<file path="src/rtl/core/fpbp_pkg.sv">
// Shared constants and types for the framed packet byte parser.
package fpbp_pkg;

   localparam logic [7:0] FRAME_START_BYTE = 8'h3a;
   localparam logic [7:0] FRAME_END_FIRST  = 8'h0d;
   localparam logic [7:0] FRAME_END_SECOND = 8'h0a;

   localparam logic [1:0] KIND_PAYLOAD  = 2'd0;
   localparam logic [1:0] KIND_COMPLETE = 2'd1;
   localparam logic [1:0] KIND_ABORT    = 2'd2;

   typedef struct packed {
      logic [1:0]  kind;
      logic [7:0]  payload_byte;
      logic [15:0] payload_index;
      logic [15:0] frame_address;
      logic [15:0] frame_function;
      logic [15:0] frame_length;
      logic [15:0] received_check;
   } rsp_type;

endpackage

</file>
<file path="src/rtl/core/fpbp_if.sv">
// Valid/ready channel interfaces for received bytes and parser results.
interface fpbp_req_if;
   logic       valid;
   logic       ready;
   logic [7:0] rx_byte;

   modport source (output valid, output rx_byte, input ready);
   modport sink (input valid, input rx_byte, output ready);
endinterface

interface fpbp_rsp_if;
   logic        valid;
   logic        ready;
   logic [1:0]  kind;
   logic [7:0]  payload_byte;
   logic [15:0] payload_index;
   logic [15:0] frame_address;
   logic [15:0] frame_function;
   logic [15:0] frame_length;
   logic [15:0] received_check;

   modport source (output valid, output kind, output payload_byte, output payload_index,
                   output frame_address, output frame_function, output frame_length,
                   output received_check, input ready);
   modport sink (input valid, input kind, input payload_byte, input payload_index,
                 input frame_address, input frame_function, input frame_length,
                 input received_check, output ready);
endinterface

</file>
<file path="src/rtl/core/fpbp_in_stage.sv">
// Input register: holds one received byte until the parser takes it.
module fpbp_in_stage (
   input  logic       clock,
   input  logic       reset,
   fpbp_req_if.sink   req_bus,
   input  logic       advance,
   output logic       byte_valid,
   output logic [7:0] byte_data
);
   logic       valid_ff;
   logic       valid_in;
   logic [7:0] data_ff;
   logic [7:0] data_in;
   logic       take;

   assign req_bus.ready = !valid_ff || advance;
   assign take          = req_bus.valid && req_bus.ready;

   always_comb begin
      valid_in = valid_ff;
      data_in  = data_ff;
      if (take) begin
         valid_in = 1'b1;
         data_in  = req_bus.rx_byte;
      end else if (advance) begin
         valid_in = 1'b0;
      end
   end

   always_ff @(posedge clock) begin
      if (reset) begin
         valid_ff <= 1'b0;
      end else begin
         valid_ff <= valid_in;
      end
      data_ff <= data_in;
   end

   assign byte_valid = valid_ff;
   assign byte_data  = data_ff;
endmodule

</file>
<file path="src/rtl/core/fpbp_parse.sv">
// Frame parser state machine: one byte per step, at most one result per byte.
module fpbp_parse (
   input  logic               clock,
   input  logic               reset,
   input  logic               step,
   input  logic [7:0]         rx_byte,
   output logic               res_valid,
   output fpbp_pkg::rsp_type  res
);
   import fpbp_pkg::*;

   typedef enum logic [3:0] {
      PH_HUNT    = 4'd0,
      PH_ADDR_LO = 4'd1,
      PH_ADDR_HI = 4'd2,
      PH_FUNC_LO = 4'd3,
      PH_FUNC_HI = 4'd4,
      PH_LEN_LO  = 4'd5,
      PH_LEN_HI  = 4'd6,
      PH_PAYLOAD = 4'd7,
      PH_CHK_LO  = 4'd8,
      PH_CHK_HI  = 4'd9,
      PH_END_LO  = 4'd10,
      PH_END_HI  = 4'd11
   } phase_type;

   phase_type   phase_ff, phase_in;
   logic [15:0] address_ff, address_in;
   logic [15:0] function_ff, function_in;
   logic [15:0] length_ff, length_in;
   logic [15:0] check_ff, check_in;
   logic [15:0] count_ff, count_in;
   logic [15:0] count_next;

   assign count_next = count_ff + 16'd1;

   always_comb begin
      phase_in    = phase_ff;
      address_in  = address_ff;
      function_in = function_ff;
      length_in   = length_ff;
      check_in    = check_ff;
      count_in    = count_ff;
      res_valid   = 1'b0;
      res         = '0;
      unique case (phase_ff)
         PH_HUNT: begin
            if (rx_byte == FRAME_START_BYTE) begin
               phase_in = PH_ADDR_LO;
               count_in = '0;
            end
         end
         PH_ADDR_LO: begin
            address_in = {8'd0, rx_byte};
            phase_in   = PH_ADDR_HI;
         end
         PH_ADDR_HI: begin
            address_in = {rx_byte, address_ff[7:0]};
            phase_in   = PH_FUNC_LO;
         end
         PH_FUNC_LO: begin
            function_in = {8'd0, rx_byte};
            phase_in    = PH_FUNC_HI;
         end
         PH_FUNC_HI: begin
            function_in = {rx_byte, function_ff[7:0]};
            phase_in    = PH_LEN_LO;
         end
         PH_LEN_LO: begin
            length_in = {8'd0, rx_byte};
            phase_in  = PH_LEN_HI;
         end
         PH_LEN_HI: begin
            length_in = {rx_byte, length_ff[7:0]};
            // skip the payload phase on an empty frame
            phase_in  = (length_in != 16'd0) ? PH_PAYLOAD : PH_CHK_LO;
         end
         PH_PAYLOAD: begin
            res_valid         = 1'b1;
            res.kind          = KIND_PAYLOAD;
            res.payload_byte  = rx_byte;
            res.payload_index = count_ff;
            count_in          = count_next;
            if (count_next == length_ff) begin
               count_in = '0;
               phase_in = PH_CHK_LO;
            end
         end
         PH_CHK_LO: begin
            check_in = {8'd0, rx_byte};
            phase_in = PH_CHK_HI;
         end
         PH_CHK_HI: begin
            check_in = {rx_byte, check_ff[7:0]};
            phase_in = PH_END_LO;
         end
         PH_END_LO: begin
            if (rx_byte == FRAME_END_FIRST) begin
               phase_in = PH_END_HI;
            end else begin
               phase_in  = PH_HUNT;
               res_valid = 1'b1;
               res.kind  = KIND_ABORT;
            end
         end
         PH_END_HI: begin
            phase_in  = PH_HUNT;
            res_valid = 1'b1;
            if (rx_byte == FRAME_END_SECOND) begin
               res.kind           = KIND_COMPLETE;
               res.frame_address  = address_ff;
               res.frame_function = function_ff;
               res.frame_length   = length_ff;
               res.received_check = check_ff;
            end else begin
               res.kind = KIND_ABORT;
            end
         end
         default: begin
            phase_in = PH_HUNT;
         end
      endcase
   end

   always_ff @(posedge clock) begin
      if (reset) begin
         phase_ff    <= PH_HUNT;
         address_ff  <= '0;
         function_ff <= '0;
         length_ff   <= '0;
         check_ff    <= '0;
         count_ff    <= '0;
      end else if (step) begin
         phase_ff    <= phase_in;
         address_ff  <= address_in;
         function_ff <= function_in;
         length_ff   <= length_in;
         check_ff    <= check_in;
         count_ff    <= count_in;
      end
   end
endmodule

</file>
<file path="src/rtl/core/fpbp_out_stage.sv">
// Result register: holds one result transaction until the sink takes it.
module fpbp_out_stage (
   input  logic               clock,
   input  logic               reset,
   input  logic               load,
   input  fpbp_pkg::rsp_type  res,
   output logic               out_free,
   fpbp_rsp_if.source         rsp_bus
);
   import fpbp_pkg::*;

   logic    valid_ff;
   logic    valid_in;
   rsp_type data_ff;
   rsp_type data_in;

   assign out_free = !valid_ff || rsp_bus.ready;

   always_comb begin
      valid_in = valid_ff;
      data_in  = data_ff;
      if (load) begin
         valid_in = 1'b1;
         data_in  = res;
      end else if (rsp_bus.ready) begin
         valid_in = 1'b0;
      end
   end

   always_ff @(posedge clock) begin
      if (reset) begin
         valid_ff <= 1'b0;
      end else begin
         valid_ff <= valid_in;
      end
      data_ff <= data_in;
   end

   assign rsp_bus.valid          = valid_ff;
   assign rsp_bus.kind           = data_ff.kind;
   assign rsp_bus.payload_byte   = data_ff.payload_byte;
   assign rsp_bus.payload_index  = data_ff.payload_index;
   assign rsp_bus.frame_address  = data_ff.frame_address;
   assign rsp_bus.frame_function = data_ff.frame_function;
   assign rsp_bus.frame_length   = data_ff.frame_length;
   assign rsp_bus.received_check = data_ff.received_check;
endmodule

</file>
<file path="src/rtl/core/framed_packet_byte_parser.sv">
// Framed packet byte parser: takes one received byte per transaction and hunts for a
// frame of start byte 0x3a, little-endian address, function code and length, payload,
// check word and end bytes 0x0d 0x0a. Each payload byte comes out with its index; a
// good end gives one frame-complete result with the header and received check word
// (not verified), and a bad end byte gives an abort result and a return to hunting.
// Throughput is one byte per clock cycle while the result register can take a result;
// a byte is held in the input register, then its result is loaded into the result
// register, from which the sink takes it. Back-pressure on the result side stalls
// parsing only when the result register is full and not being taken.
module framed_packet_byte_parser (
   input  logic        clock,
   input  logic        reset,
   fpbp_req_if.sink    req_bus,
   fpbp_rsp_if.source  rsp_bus
);
   import fpbp_pkg::*;

   logic       byte_valid;
   logic [7:0] byte_data;
   logic       out_free;
   logic       advance;
   logic       res_valid;
   rsp_type    res;

   // advance the parser whenever a byte is held and the result register can take a result
   assign advance = byte_valid && out_free;

   fpbp_in_stage u_in_stage (
      .clock      (clock),
      .reset      (reset),
      .req_bus    (req_bus),
      .advance    (advance),
      .byte_valid (byte_valid),
      .byte_data  (byte_data)
   );

   fpbp_parse u_parse (
      .clock     (clock),
      .reset     (reset),
      .step      (advance),
      .rx_byte   (byte_data),
      .res_valid (res_valid),
      .res       (res)
   );

   fpbp_out_stage u_out_stage (
      .clock    (clock),
      .reset    (reset),
      .load     (advance && res_valid),
      .res      (res),
      .out_free (out_free),
      .rsp_bus  (rsp_bus)
   );
endmodule

</file>
<file path="src/flat_wrapper.sv">
// flat-port wrapper written by rule: the top's interface ports become plain ports
module framed_packet_byte_parser_flat import fpbp_pkg::*;
  (clock, reset, req_bus_valid, req_bus_rx_byte, req_bus_ready, rsp_bus_valid, rsp_bus_kind, rsp_bus_payload_byte, rsp_bus_payload_index, rsp_bus_frame_address, rsp_bus_frame_function, rsp_bus_frame_length, rsp_bus_received_check, rsp_bus_ready);
  fpbp_req_if req_bus_i ();
  fpbp_rsp_if rsp_bus_i ();
  input  logic clock;
  input  logic reset;
  input wire logic [$bits(req_bus_i.valid)-1:0] req_bus_valid;
  input wire logic [$bits(req_bus_i.rx_byte)-1:0] req_bus_rx_byte;
  output wire logic [$bits(req_bus_i.ready)-1:0] req_bus_ready;
  output wire logic [$bits(rsp_bus_i.valid)-1:0] rsp_bus_valid;
  output wire logic [$bits(rsp_bus_i.kind)-1:0] rsp_bus_kind;
  output wire logic [$bits(rsp_bus_i.payload_byte)-1:0] rsp_bus_payload_byte;
  output wire logic [$bits(rsp_bus_i.payload_index)-1:0] rsp_bus_payload_index;
  output wire logic [$bits(rsp_bus_i.frame_address)-1:0] rsp_bus_frame_address;
  output wire logic [$bits(rsp_bus_i.frame_function)-1:0] rsp_bus_frame_function;
  output wire logic [$bits(rsp_bus_i.frame_length)-1:0] rsp_bus_frame_length;
  output wire logic [$bits(rsp_bus_i.received_check)-1:0] rsp_bus_received_check;
  input wire logic [$bits(rsp_bus_i.ready)-1:0] rsp_bus_ready;
  assign req_bus_i.valid = req_bus_valid;
  assign req_bus_i.rx_byte = req_bus_rx_byte;
  assign req_bus_ready = req_bus_i.ready;
  assign rsp_bus_valid = rsp_bus_i.valid;
  assign rsp_bus_kind = rsp_bus_i.kind;
  assign rsp_bus_payload_byte = rsp_bus_i.payload_byte;
  assign rsp_bus_payload_index = rsp_bus_i.payload_index;
  assign rsp_bus_frame_address = rsp_bus_i.frame_address;
  assign rsp_bus_frame_function = rsp_bus_i.frame_function;
  assign rsp_bus_frame_length = rsp_bus_i.frame_length;
  assign rsp_bus_received_check = rsp_bus_i.received_check;
  assign rsp_bus_i.ready = rsp_bus_ready;
  framed_packet_byte_parser u_core (.clock(clock), .reset(reset), .req_bus(req_bus_i), .rsp_bus(rsp_bus_i));
endmodule
</file>
<file path="config.mk">
export PLATFORM = sky130hd
export DESIGN_NAME = framed_packet_byte_parser_flat
export DESIGN_NICKNAME = d
export VERILOG_FILES = /design/src/rtl/core/fpbp_pkg.sv /design/src/rtl/core/fpbp_if.sv /design/src/rtl/core/fpbp_in_stage.sv /design/src/rtl/core/fpbp_parse.sv /design/src/rtl/core/fpbp_out_stage.sv /design/src/rtl/core/framed_packet_byte_parser.sv /design/src/flat_wrapper.sv
export SDC_FILE = /design/constraint.sdc
export NUM_CORES = 1
export LEC_CHECK = 0
export ABC_AREA = 1
export BUFFER_PORTS_ARGS = -buffer_cell sky130_fd_sc_hd__buf_2
export CORE_MARGIN = 2
export CORE_UTILIZATION = 35
export CTS_CLUSTER_DIAMETER = 150
export DETAILED_ROUTE_END_ITERATION = 7
export SYNTH_ARGS = -nofsm -noshare
export SYNTH_HDL_FRONTEND = slang
export SYNTH_SLANG_ARGS = --single-unit
</file>
<file path="constraint.sdc">
create_clock -name clock -period 9.3 [get_ports clock]
set_clock_uncertainty 0.1 [all_clocks]
set_input_delay 2.325 -clock clock [delete_from_list [all_inputs] [get_ports clock]]
set_output_delay 2.325 -clock clock [all_outputs]
set_load 0.005 [all_outputs]
</file>
# [After elaboration in Yosys (flattened, before gate mapping)]
# Index checks and enable logic that the tools add are counted.
[classes] n_mux=21 n_eq_ne=17 bitwise_logic=4 n_reduce_logical=28 addsub=1
[ops] op="case mux 16 bit (2 select lines)" n=5
[ops] op="case mux 4 bit (11 select lines)" n=1
[ops] op="two-way mux 16 bit" n=2
[ops] op="AND reduction 3 bit" n=6
[ops] op="adder 16 x 1 -> 16 bit, second input constant" n=1
[ops] op="== test 16 bit" n=1
[ops] op="== test 4 x 3 -> 1 bit, second input constant" n=4
[ops] op="== test 4 bit, second input constant" n=4
[ops] op="== test 8 x 4 -> 1 bit, second input constant" n=2
[ops] op="two-way mux 4 bit" n=4
[ops] op="nonzero test 16 bit" n=1
[ops] op="nonzero test 2 bit" n=7
[ops] op="AND reduction 2 bit" n=5
[ops] op="== test 4 x 2 -> 1 bit, second input constant" n=2
[ops] op="== test 8 x 6 -> 1 bit, second input constant" n=1
[ops] op="two-way mux 1 bit" n=5
[ops] op="== test 4 x 1 -> 1 bit, second input constant" n=1
[ops] op="zero test 4 bit" n=1
[ops] op="two-way mux 2 bit" n=2
[ops] op="inequality test 2 bit, second input constant" n=2
[ops] op="NOT 1 bit" n=4
[ops] op="case mux 2 bit (2 select lines)" n=1
[ops] op="logical AND 1 bit" n=3
[ops] op="zero test 1 bit" n=2
[ops] op="other kinds (3)" n=4
[totals] wordCells=91 reg_bits=184 in_bits=12

# [Longest topological paths before layout]
# Gate-level depths: netlist of run 1.
[depth] word_depth=6 ltp_mapped=16 depth_no_buf=16

# [Hierarchy]
# Synthesis of run 1 repeated with hierarchy kept, for this count alone.
[unflattened] cells_unflattened=845 area_unflattened_um2=7656.1
[modules_own_cells] module="fpbp_parse" n_inst=1 area_per_inst_um2=4605.7 cells_each=732
[modules_own_cells] module="fpbp_out_stage" n_inst=1 area_per_inst_um2=2745.1 cells_each=95
[modules_own_cells] module="fpbp_in_stage" n_inst=1 area_per_inst_um2=287.8 cells_each=14
[modules_own_cells] module="framed_packet_byte_parser" n_inst=1 area_per_inst_um2=17.5 cells_each=4

# [Least setup slack after synthesis of run 1]
# OpenSTA, ideal clock, no wires.
[synth_timing] path_kind="input port to flip-flop" from="in rsp_bus_ready" to="reg u_core.u_out_stage.data_ff, in the netlist u_core.u_out_stage.rsp_bus.frame_address[0], enable pin" slack_ns=1.402 t_arrival_ns=7.204 stages=4 path_buffers=0 cell_sequence="inv_1 -> nand2_1 -> nand2_1 -> a31oi_1"
[synth_via] elab_chain_len=3
[synth_rtl] item="start, declared" line_no="flat_wrapper.sv:19" text="input wire logic [$bits(rsp_bus_i.ready)-1:0] rsp_bus_ready;"
[synth_rtl] item="logical OR 1 bit" line_no="fpbp_out_stage.sv:17" text="assign out_free = !valid_ff || rsp_bus.ready;"
[synth_rtl] item="logical AND 1 bit" line_no="framed_packet_byte_parser.sv:26" text="assign advance = byte_valid && out_free;"
[synth_rtl] item="logical AND 1 bit" line_no="framed_packet_byte_parser.sv:49" text=".load (advance && res_valid),"
[synth_rtl] item="named net u_core.u_out_stage.load" line_no="fpbp_out_stage.sv:5" text="input logic load,"
[synth_rtl] item="end signal, assigned" line_no="fpbp_out_stage.sv:36" text="data_ff <= data_in;"
[synth_rtl] item="end, declared" line_no="fpbp_out_stage.sv:14" text="rsp_type data_ff;"
# The timed path passes the listed nets, and every way through them passes these cells.
# A chain may end at the register's enable or synchronous reset.

# [Worst setup path in the final report of run 1]
[layout_timing] from="in rsp_bus_ready" to="out req_bus_ready"
[layout_via] elab_chain_len=3
[layout_rtl] item="logical OR 1 bit" line_no="fpbp_out_stage.sv:17"
[layout_rtl] item="logical AND 1 bit" line_no="framed_packet_byte_parser.sv:26"
[layout_rtl] item="logical OR 1 bit" line_no="fpbp_in_stage.sv:16" text="assign req_bus.ready = !valid_ff || advance;"
[layout_rtl] item="end, declared" line_no="flat_wrapper.sv:10" text="output wire logic [$bits(req_bus_i.ready)-1:0] req_bus_ready;"
# Every way passes these cells.

==> results_dict.tcl, run 1 <==
set metrics [dict create \
    status "completed" \
    io_buffers 103 \
    synthXorXnorAreaFrac_pct 0.518 \
    yosys.area_share.simple_pct 21.9 \
    final_common_cell "nand2_1" \
    postRouteAntennaNets 0 \
    drt_iter0_drc 425 \
    finalHoldViolCount 0 \
    synth_cells 868 \
    clock-sinks 184 \
    core_area_sq_mm 0.0218 \
    p_comb_share_pct 2.4 \
    instances_no_fill 1249 \
    cts_resized 0 \
    grt_overflow 0 \
    fin_crit_ns 5.14 \
    io_pins 104 \
    synthToLayoutAreaGrowth_pct 16.9 \
    power.internal_uw 1240 \
    relSlewSlack_pct 20.1 \
    path_cells "buf_2 -> inv_1 -> nand3_1 -> buf_2" \
    swShare_pct 22.9 \
    syn_area_per_cell_sq_um 8.90 \
    clock_latency_ns 0.43 \
    rsz0062_at_grt "false" \
    antenna_cells 0 \
    endpoint_kind "output pin" \
    crit_fanout 3 \
    htree_num_levels 4 \
    routed_via_density 4.78 \
    grt_max_degree 83 \
    power_uw 1600 \
    crit_type "in2out" \
    fin_area_sq_mm 0.00903 \
    ys_ff_latch 184 \
    synthFlopType "edfxtp_1" \
    drt-total-wl_microns 18500 \
    cp_top_family "buffers and inverters" \
    power_frac_clock_pct 43.4 \
    synth_compound_area_share_pct 9.15 \
    slowest_delay_ns 0.14 \
    hold_buffers 0 \
    die-area_sq_mm 0.0233 \
    path_clk_slew_ns 0.06 \
    drv_cap 0 \
    syn-cell-area_sq_mm 0.00772 \
    worstMarginPinSlew_ns 1.20 \
    cts_root_buf "clkbuf_16" \
    synth-edff-count 98 \
    final_cell_mix "nand2_1 (175), nor2_1 (132), inv_1 (118)" \
    p_leak_uw 0.00347 \
    num-nets-final 969 \
    rrSetupSlack_ns 5.54 \
    fp.dieH_microns 153 \
    arrival_ns 2.72 \
    ys_types 27 \
    ir_drop_mv 0.121 \
    path_buf_inv 3 \
    hp-class "reg2reg" \
    fin_setup_tns_ns 0 \
    seq_power_share_pct 54.2 \
    synth_top_family_by_area "simple AND/OR/NAND/NOR gates" \
    cts_buffer_depth 2 \
    async_reset_ff_share_pct 0 \
    path_common_cell "buf_2" \
    cts_setup_buffers 0 \
    worstSetupStartpointType "input port" \
    numCtsBuffers 17 \
    rows 54 \
    cp_slowest_cell "buf_2" \
    wire_per_inst_microns 14.8 \
    synth.area.mux_share_pct 0 \
    drive_gt1_share_pct 16.0 \
    hpwl_microns 11900 \
    yosys_warnings 0 \
    power_density_mw_per_mm2 177 \
    drc 0 \
    syn-num-nets 881 \
    placedInstanceArea_sq_mm 0.00847 \
    synth_fa_ha_area_share_pct 0.162 \
    initial_core_util_pct 35.5 \
    cts_tree "built" \
    dr.pass1.iters 5 \
    post-route-period-util_pct 55.3 \
    fp.dieW_microns 153 \
    setup_viol 0 \
    fmax_mhz 194 \
    antenna_found_initial 0 \
    setup_ws_ns 4.16 \
    gp_congestion 0.870 \
    track_usage_pct 15.8 \
    required_ns 6.88 \
    grt_pass1_wl_microns 29200 \
    routed-via-count 5969 \
    placedCellCount 1217 \
    dp_slack_ns 4.16 \
    seq_area_frac_synth_pct 60.4 \
    p_sw_uw 367 \
    slew_violations 0 \
    grt_pass1_vias 5539 \
]
[state kept, by name, summed over array words and instances, names as in the netlist, 8 cells and up]
register	count
u_core.u_out_stage.rsp_bus.frame_address	16
u_core.u_out_stage.rsp_bus.frame_function	16
u_core.u_out_stage.rsp_bus.frame_length	16
u_core.u_out_stage.rsp_bus.payload_index	16
u_core.u_out_stage.rsp_bus.received_check	16
u_core.u_parse.address_ff	16
u_core.u_parse.check_ff	16
u_core.u_parse.count_ff	16
u_core.u_parse.function_ff	16
u_core.u_parse.length_ff	16
u_core.u_in_stage.byte_data	8
u_core.u_out_stage.rsp_bus.payload_byte	8
[logic make-up after synthesis]
logic type,after synthesis
AOI/OAI and AO/OA,125
buffers and inverters,159
DFF,184
adders and majority gates,1
and+or+nand+nor,396
xor gates and xnor gates,3
[per-layer routing]
layer / share of wire (%) / global-route usage [%]
met3: 4.6 / 3.67
met1: 48 / 21.9
met4: 1.7 / 5.20
met5: 0 / 0
met2: 46 / 24.6
[stage by stage]
step	util [%]	hold slack, ns
2_1_floorplan	-	0.337
3_3_place_gp	38.9	0.350
3_5_place_dp	38.9	0.354
4_1_cts	41.5	0.365
5_1_grt	41.5	0.381
6_report	41.5	0.364
[worst register-to-register path, cell delays in order (launching register included)]
cell and delay, ns:
dfxtp_1 0.37, inv_1 0.05, nor2_1 0.11, inv_1 0.10
nor2_4 0.45, inv_2 0.39, a31oi_4 1.06, buf_4 0.75
[final cells by class]
class / count / area (sq um)
Clock inverter: 13 / 124
Clock buffer: 19 / 433
Sequential cell: 184 / 4660
Multi-Input combinational cell: 525 / 2460
Timing Repair Buffer: 105 / 531
Tap cell: 280 / 350
Fill cell: 2217 / 12700
Inverter: 123 / 462
[cells in the mapped netlist, drive strengths merged, types with 4 or more instances]
cell type | count | area (sq um)
nand2 | 180 | 693
nand3 | 45 | 238
dfxtp | 86 | 1720
clkbuf | 31 | 116
nor2 | 144 | 596
buf | 5 | 31.3
edfxtp | 98 | 2940
nor3 | 4 | 20.0
a21oi | 89 | 445
nand4 | 20 | 125
inv | 120 | 450
a211oi | 32 | 240
[worst paths after layout]
| check | start | end | cells after the start |
|---|---|---|---|
| hold reg to reg | u_core.u_parse.check_ff[3] | u_core.u_parse.check_ff[3] | 2 |
| setup / recovery | rsp_bus_ready | req_bus_ready | 4 |
| hold / removal | u_core.u_parse.check_ff[3] | u_core.u_parse.check_ff[3] | 2 |
| setup reg to reg | u_core.u_parse.phase_ff[2] | u_core.u_out_stage.rsp_bus.frame_function[8] | 7 |
[power groups by stage]
stage | registers [uW] | logic, uW | clock network, uW
floorplan | 874 | 34.1 | 0
global placement | 887 | 37.6 | 0
detailed placement | 887 | 38.0 | 0
CTS | 869 | 38.1 | 707
global route | 869 | 43.8 | 740
finish | 869 | 38.4 | 695
Power figures use the tool's default switching activity.
==> run 2: changes to the inputs <==
Clock period 9.3 ns to 5.2 ns, I/O delays scaled along.
==> run 2 against run 1 <==
Net effect: combinational power increased by 78%; highest routed layer unchanged; register-to-register slack got worse by 3.5 ns; power increased by 88%; non-clock buffer count unchanged; flip-flop and latch count unchanged; final cell count unchanged; clock-buffer cell count increased by 2; largest power group unchanged; wire length increased by 1.2%; critical endpoint is now u_core.u_parse.count_ff[14]; hold slack improved by 0.0012 ns; sequential share of layout area decreased by 0.55 points; core utilization increased by 0.45 points; critical path depth increased by 5.
==> results_dict.tcl, run 2 (synthesized netlist as in run 1, its figures left out) <==
set metrics [dict create \
    status "completed" \
    r2r_cells 7 \
    cts_setup_buffers 0 \
    power_frac_clock_pct 46.3 \
    power_density_mw_per_mm2 331 \
    cts_buffer_depth 2 \
    grt_overflow 0 \
    swShare_pct 21.7 \
    p_leak_uw 0.00352 \
    die-area_sq_mm 0.0233 \
    fp.dieW_microns 153 \
    fp.dieH_microns 153 \
    utilization_pct 41.9 \
    path_common_cell "nand2_1" \
    hp-class "reg2reg" \
    endpoint_kind "register" \
    cp_slowest_cell "nand2_1" \
    placedCellCount 1217 \
    wire_per_inst_microns 15.0 \
    drt-total-wl_microns 18800 \
    p_sw_uw 655 \
    grt_max_degree 74 \
    io_pins 104 \
    path_buf_inv 3 \
    drv_cap 0 \
    core_area_sq_mm 0.0218 \
    crit_type "in2reg" \
    drive_gt1_share_pct 16.2 \
    synthToLayoutAreaGrowth_pct 18.2 \
    p_comb_share_pct 2.3 \
    slowest_delay_ns 0.76 \
    cp_top_family "simple AND/OR/NAND/NOR gates" \
    fmax_mhz 290 \
    path_clk_slew_ns 0.07 \
    dr.pass1.iters 5 \
    setup_viol 0 \
    fin_crit_ns 3.45 \
    power.internal_uw 2370 \
    grt_use_met2_pct 24.9 \
    track_usage_pct 16.1 \
    slew_violations 0 \
    numCtsBuffers 17 \
    path_cells "buf_2 -> inv_1 -> nand2_1 -> nand2_1 -> clkinv_1 -> nand2_1 -> a21oi_1 -> nand3_1 -> a21oi_1" \
    postRouteAntennaNets 0 \
    grt_pass1_wl_microns 30100 \
    clock-sinks 184 \
    grt.busiest_layer "met2" \
    holdWs_ns 0.365 \
    grtUsageMet3_pct 3.73 \
    rsz0062_at_grt "false" \
    gr-usage-met1_pct 22.7 \
    worstSetupStartpointType "input port" \
    hpwl_microns 12200 \
    crit_cells 9 \
    num-nets-final 969 \
    clock_latency_ns 0.44 \
    rows 54 \
    final_common_cell "nand2_1" \
    relSlewSlack_pct 26.0 \
    antenna_cells 0 \
    reg2reg_to "u_core.u_out_stage.rsp_bus.payload_index[10]" \
    fillers 2141 \
    hold_buffers 0 \
    initial_core_util_pct 35.5 \
    rrSetupSlack_ns 2.01 \
    htree_num_levels 4 \
    drt_iter0_drc 425 \
    timing.critical_path.from "rsp_bus_ready" \
    ir_drop_mv 0.225 \
    cts_root_buf "clkbuf_16" \
    finalHoldViolCount 0 \
    cts_tree "built" \
    endpoint "u_core.u_parse.count_ff[14]" \
    seq_power_share_pct 51.5 \
    gp_congestion 0.869 \
    worstMarginPinSlew_ns 1.11 \
    drc 0 \
    fin_setup_tns_ns 0 \
    crit-reg2reg-launch "u_core.u_parse.phase_ff[2]" \
    routed-via-count 5999 \
    cts_resized 0 \
    instances_no_fill 1249 \
    final_cell_mix "nand2_1 (175), nor2_1 (132), inv_1 (118)" \
    routed_via_density 4.80 \
    power_uw 3020 \
    antenna_found_initial 0 \
    crit_fanout 20 \
    io_buffers 103 \
    post-route-period-util_pct 66.4 \
    arrival_ns 3.63 \
    required_ns 5.37 \
    grt_pass1_vias 5663 \
]
-- run 2: layout make-up --
type	instances	area [sq um]	area share, %
Tap cell	280	350	3.84
Clock buffer	21	482	5.28
Inverter	123	462	5.06
Sequential cell	184	4660	51.1
Clock inverter	11	160	1.75
Multi-Input combinational cell	525	2460	27.0
Timing Repair Buffer	105	543	5.95
-- run 2: how the worst min path moves through the flow --
stage	from	endpoint	slack (ns)	cells past startpoint
after floorplan	u_core.u_parse.address_ff[0]	u_core.u_parse.address_ff[0]	0.34	2
after global placement	u_core.u_parse.address_ff[8]	u_core.u_parse.address_ff[8]	0.35	2
after detailed placement	u_core.u_parse.function_ff[9]	u_core.u_parse.function_ff[9]	0.36	2
after CTS	u_core.u_parse.function_ff[14]	u_core.u_parse.function_ff[14]	0.37	2
after global routing	u_core.u_parse.function_ff[12]	u_core.u_parse.function_ff[12]	0.38	2
final	u_core.u_parse.function_ff[8]	u_core.u_parse.function_ff[8]	0.37	2
-- run 2: power by group through the flow --
| stage | registers [uW] | logic (uW) | clock network (uW) |
|---|---|---|---|
| 6_report | 1560 | 68.5 | 1400 |
| 5_1_grt | 1560 | 77.3 | 1480 |
| 3_5_place_dp | 1590 | 67.4 | 0 |
| 4_1_cts | 1550 | 68.0 | 1420 |
| 2_1_floorplan | 1560 | 61.1 | 0 |
| 3_3_place_gp | 1590 | 67.2 | 0 |
-- run 2: per-stage QoR --
stage | setup WS (ns) | area, sq um
global route | 1.60 | 9130
floorplan | 0.246 | 7730
detailed placement | 1.36 | 8480
finish | 1.75 | 9130
global placement | 1.45 | 8480
CTS | 1.79 | 9130
-- run 2: per-layer routing --
| metal | part of all wire (%) | wire length [microns] |
|---|---|---|
| met1 | 48 | 9030 |
| met2 | 45 | 8490 |
| met3 | 5.1 | 956 |
| met4 | 1.5 | 275 |
| met5 | 0 | 0 |
-- run 2: worst register-to-register path, stage by stage, from the launching register on --
cell,delay [ns]
dfxtp_1,0.37
inv_1,0.06
nor2_1,0.14
inv_1,0.12
nor2_4,0.45
inv_2,0.38
a31oi_4,0.75
buf_12,0.42
==> run 3: changes to the inputs <==
Clock period 5.2 ns to 3.1 ns, I/O delays scaled along.
==> run 3 against run 2 <==
Net effect: power rose by 58%; clock power rose by 46%; largest cell class unchanged; die area did not move; first-iteration DRC count rose by 4.0%; register-to-register slack got worse by 1.3 ns; global-route usage rose by 0.10 points; design area rose by 0.78%; critical path depth rose by 5; worst setup slack got worse by 1.0 ns; flip-flop and latch count did not move; sequential power rose by 65%.
==> results_dict.tcl, run 3 (synthesized netlist as in run 1, its figures left out) <==
set metrics [dict create \
    status "completed" \
    antenna_found_initial 0 \
    hp-class "reg2reg" \
    endpoint_kind "register" \
    arrival_ns 2.63 \
    fin_setup_tns_ns 0 \
    crit_type "reg2reg" \
    gr-usage-met1_pct 23.5 \
    final_common_cell "nand2_1" \
    gp_congestion 0.943 \
    fmax_mhz 416 \
    path_cells "ha_1 -> nand2_1 -> nor2_4 -> nand4_1 -> nand2_1 -> nand2_1 -> nand2_1 -> nand2_1 -> nor2_2 -> nand3_4 -> nand2_4 -> nand3_1 -> nand2_1 -> nor2_1" \
    crit_fanout 17 \
    dr.pass1.iters 5 \
    cts_resized 0 \
    cts_root_buf "clkbuf_16" \
    placedCellCount 1232 \
    setup_viol 0 \
    io_pins 104 \
    postRouteAntennaNets 0 \
    grt_pass1_wl_microns 30200 \
    final_cell_mix "nand2_1 (173), nor2_1 (132), inv_1 (117)" \
    hpwl_microns 12900 \
    finalHoldViolCount 0 \
    core_area_sq_mm 0.0218 \
    relSlewSlack_pct 51.8 \
    grt_overflow 0 \
    power_density_mw_per_mm2 521 \
    io_buffers 103 \
    fp.dieW_microns 153 \
    routed-via-count 6123 \
    fin_crit_ns 2.40 \
    grt_pass1_vias 5685 \
    die-area_sq_mm 0.0233 \
    grt.busiest_layer "met2" \
    hold_buffers 0 \
    cts_buffer_depth 2 \
    cts_setup_buffers 0 \
    worstSetupStartpointType "register" \
    antenna_cells 0 \
    post-route-period-util_pct 77.5 \
    required_ns 3.32 \
    rsz0062_at_grt "false" \
    p_leak_uw 0.00356 \
    drt_iter0_drc 442 \
    grtUsageMet3_pct 3.13 \
    clock-sinks 184 \
    instances_no_fill 1264 \
    drc 0 \
    wire_per_inst_microns 15.0 \
    path_clk_slew_ns 0.07 \
    cts_tree "built" \
    num-nets-final 984 \
    cp_slowest_cell "dfxtp_1" \
    numCtsBuffers 17 \
    slew_violations 0 \
    drt-total-wl_microns 19000 \
    htree_num_levels 4 \
    grt_max_degree 52 \
    drive_gt1_share_pct 17.9 \
    track_usage_pct 16.2 \
    path_common_cell "nand2_1" \
    clock_latency_ns 0.44 \
    drv_cap 0 \
    initial_core_util_pct 35.5 \
    synthToLayoutAreaGrowth_pct 19.1 \
    routed_via_density 4.84 \
    ir_drop_mv 0.304 \
    grt_use_met2_pct 24.6 \
    worstMarginPinSlew_ns 0.721 \
    utilization_pct 42.3 \
    fp.dieH_microns 153 \
    rows 54 \
    slowest_delay_ns 0.39 \
]
[run 3: cell count changes in the layout (fill, tap and decap cells not counted), moves of 2 or more]
cell,delta
clkinv_2,+2
clkinv_4,+2
buf_12,+3
buf_4,+12
bufinv_16,-3
nand2_1,-2
[run 3: final cells by class]
cell class / count / area [sq um]
well taps: 280 / 350
multi-input cells: 525 / 2470
clock buffers: 18 / 439
inverters: 123 / 462
fillers: 2183 / 12600
clock inverters: 14 / 114
repair buffers: 120 / 693
flip-flops and latches: 184 / 4660
[run 3: critical path, delay by kind of cell, from the launching register on]
kind          cells  cell delay (ns)
fa+ha+maj         1             0.21
flops             1             0.39
simple gates     13             1.60
[run 3: power breakdown]
part           switching [uW]  leakage, uW  internal, uW
sequential               17.2      0.00182          2560
clock                     980     0.000266          1060
combinational             121      0.00148          43.8
[run 3: metal layers]
| metal | routed length [microns] | vias up | share of wire (%) |
|---|---|---|---|
| li1 | - | 3034 | - |
| met1 | 9170 | 2892 | 48 |
| met2 | 8410 | 176 | 44 |
| met3 | 1110 | 21 | 5.8 |
| met4 | 287 | 0 | 1.5 |
| met5 | 0 | - | 0 |
[run 3: path summary, 6_finish.rpt]
kind	startpoint	end	slack, ns	cells past startpoint
worst min register to register	u_core.u_parse.function_ff[15]	u_core.u_parse.function_ff[15]	0.36	2
worst max-delay path	u_core.u_parse.count_ff[1]	u_core.u_parse.phase_ff[1]	0.70	14
worst max register to register	u_core.u_parse.count_ff[1]	u_core.u_parse.phase_ff[1]	0.70	14
worst min-delay path	u_core.u_parse.function_ff[15]	u_core.u_parse.function_ff[15]	0.36	2
[run 3: metrics by stage]
| stage | area (sq um) | hold WS [ns] | setup slack, ns | total power (uW) |
|---|---|---|---|---|
| 3_5_place_dp | 8640 | 0.354 | 0.532 | 2790 |
| 5_1_grt | 9200 | 0.387 | 0.396 | 4940 |
| 6_report | 9200 | 0.365 | 0.698 | 4790 |
| 3_3_place_gp | 8640 | 0.349 | 0.569 | 2790 |
| 2_1_floorplan | 7750 | 0.337 | 0.00738 | 2720 |
| 4_1_cts | 9200 | 0.364 | 0.733 | 4830 |
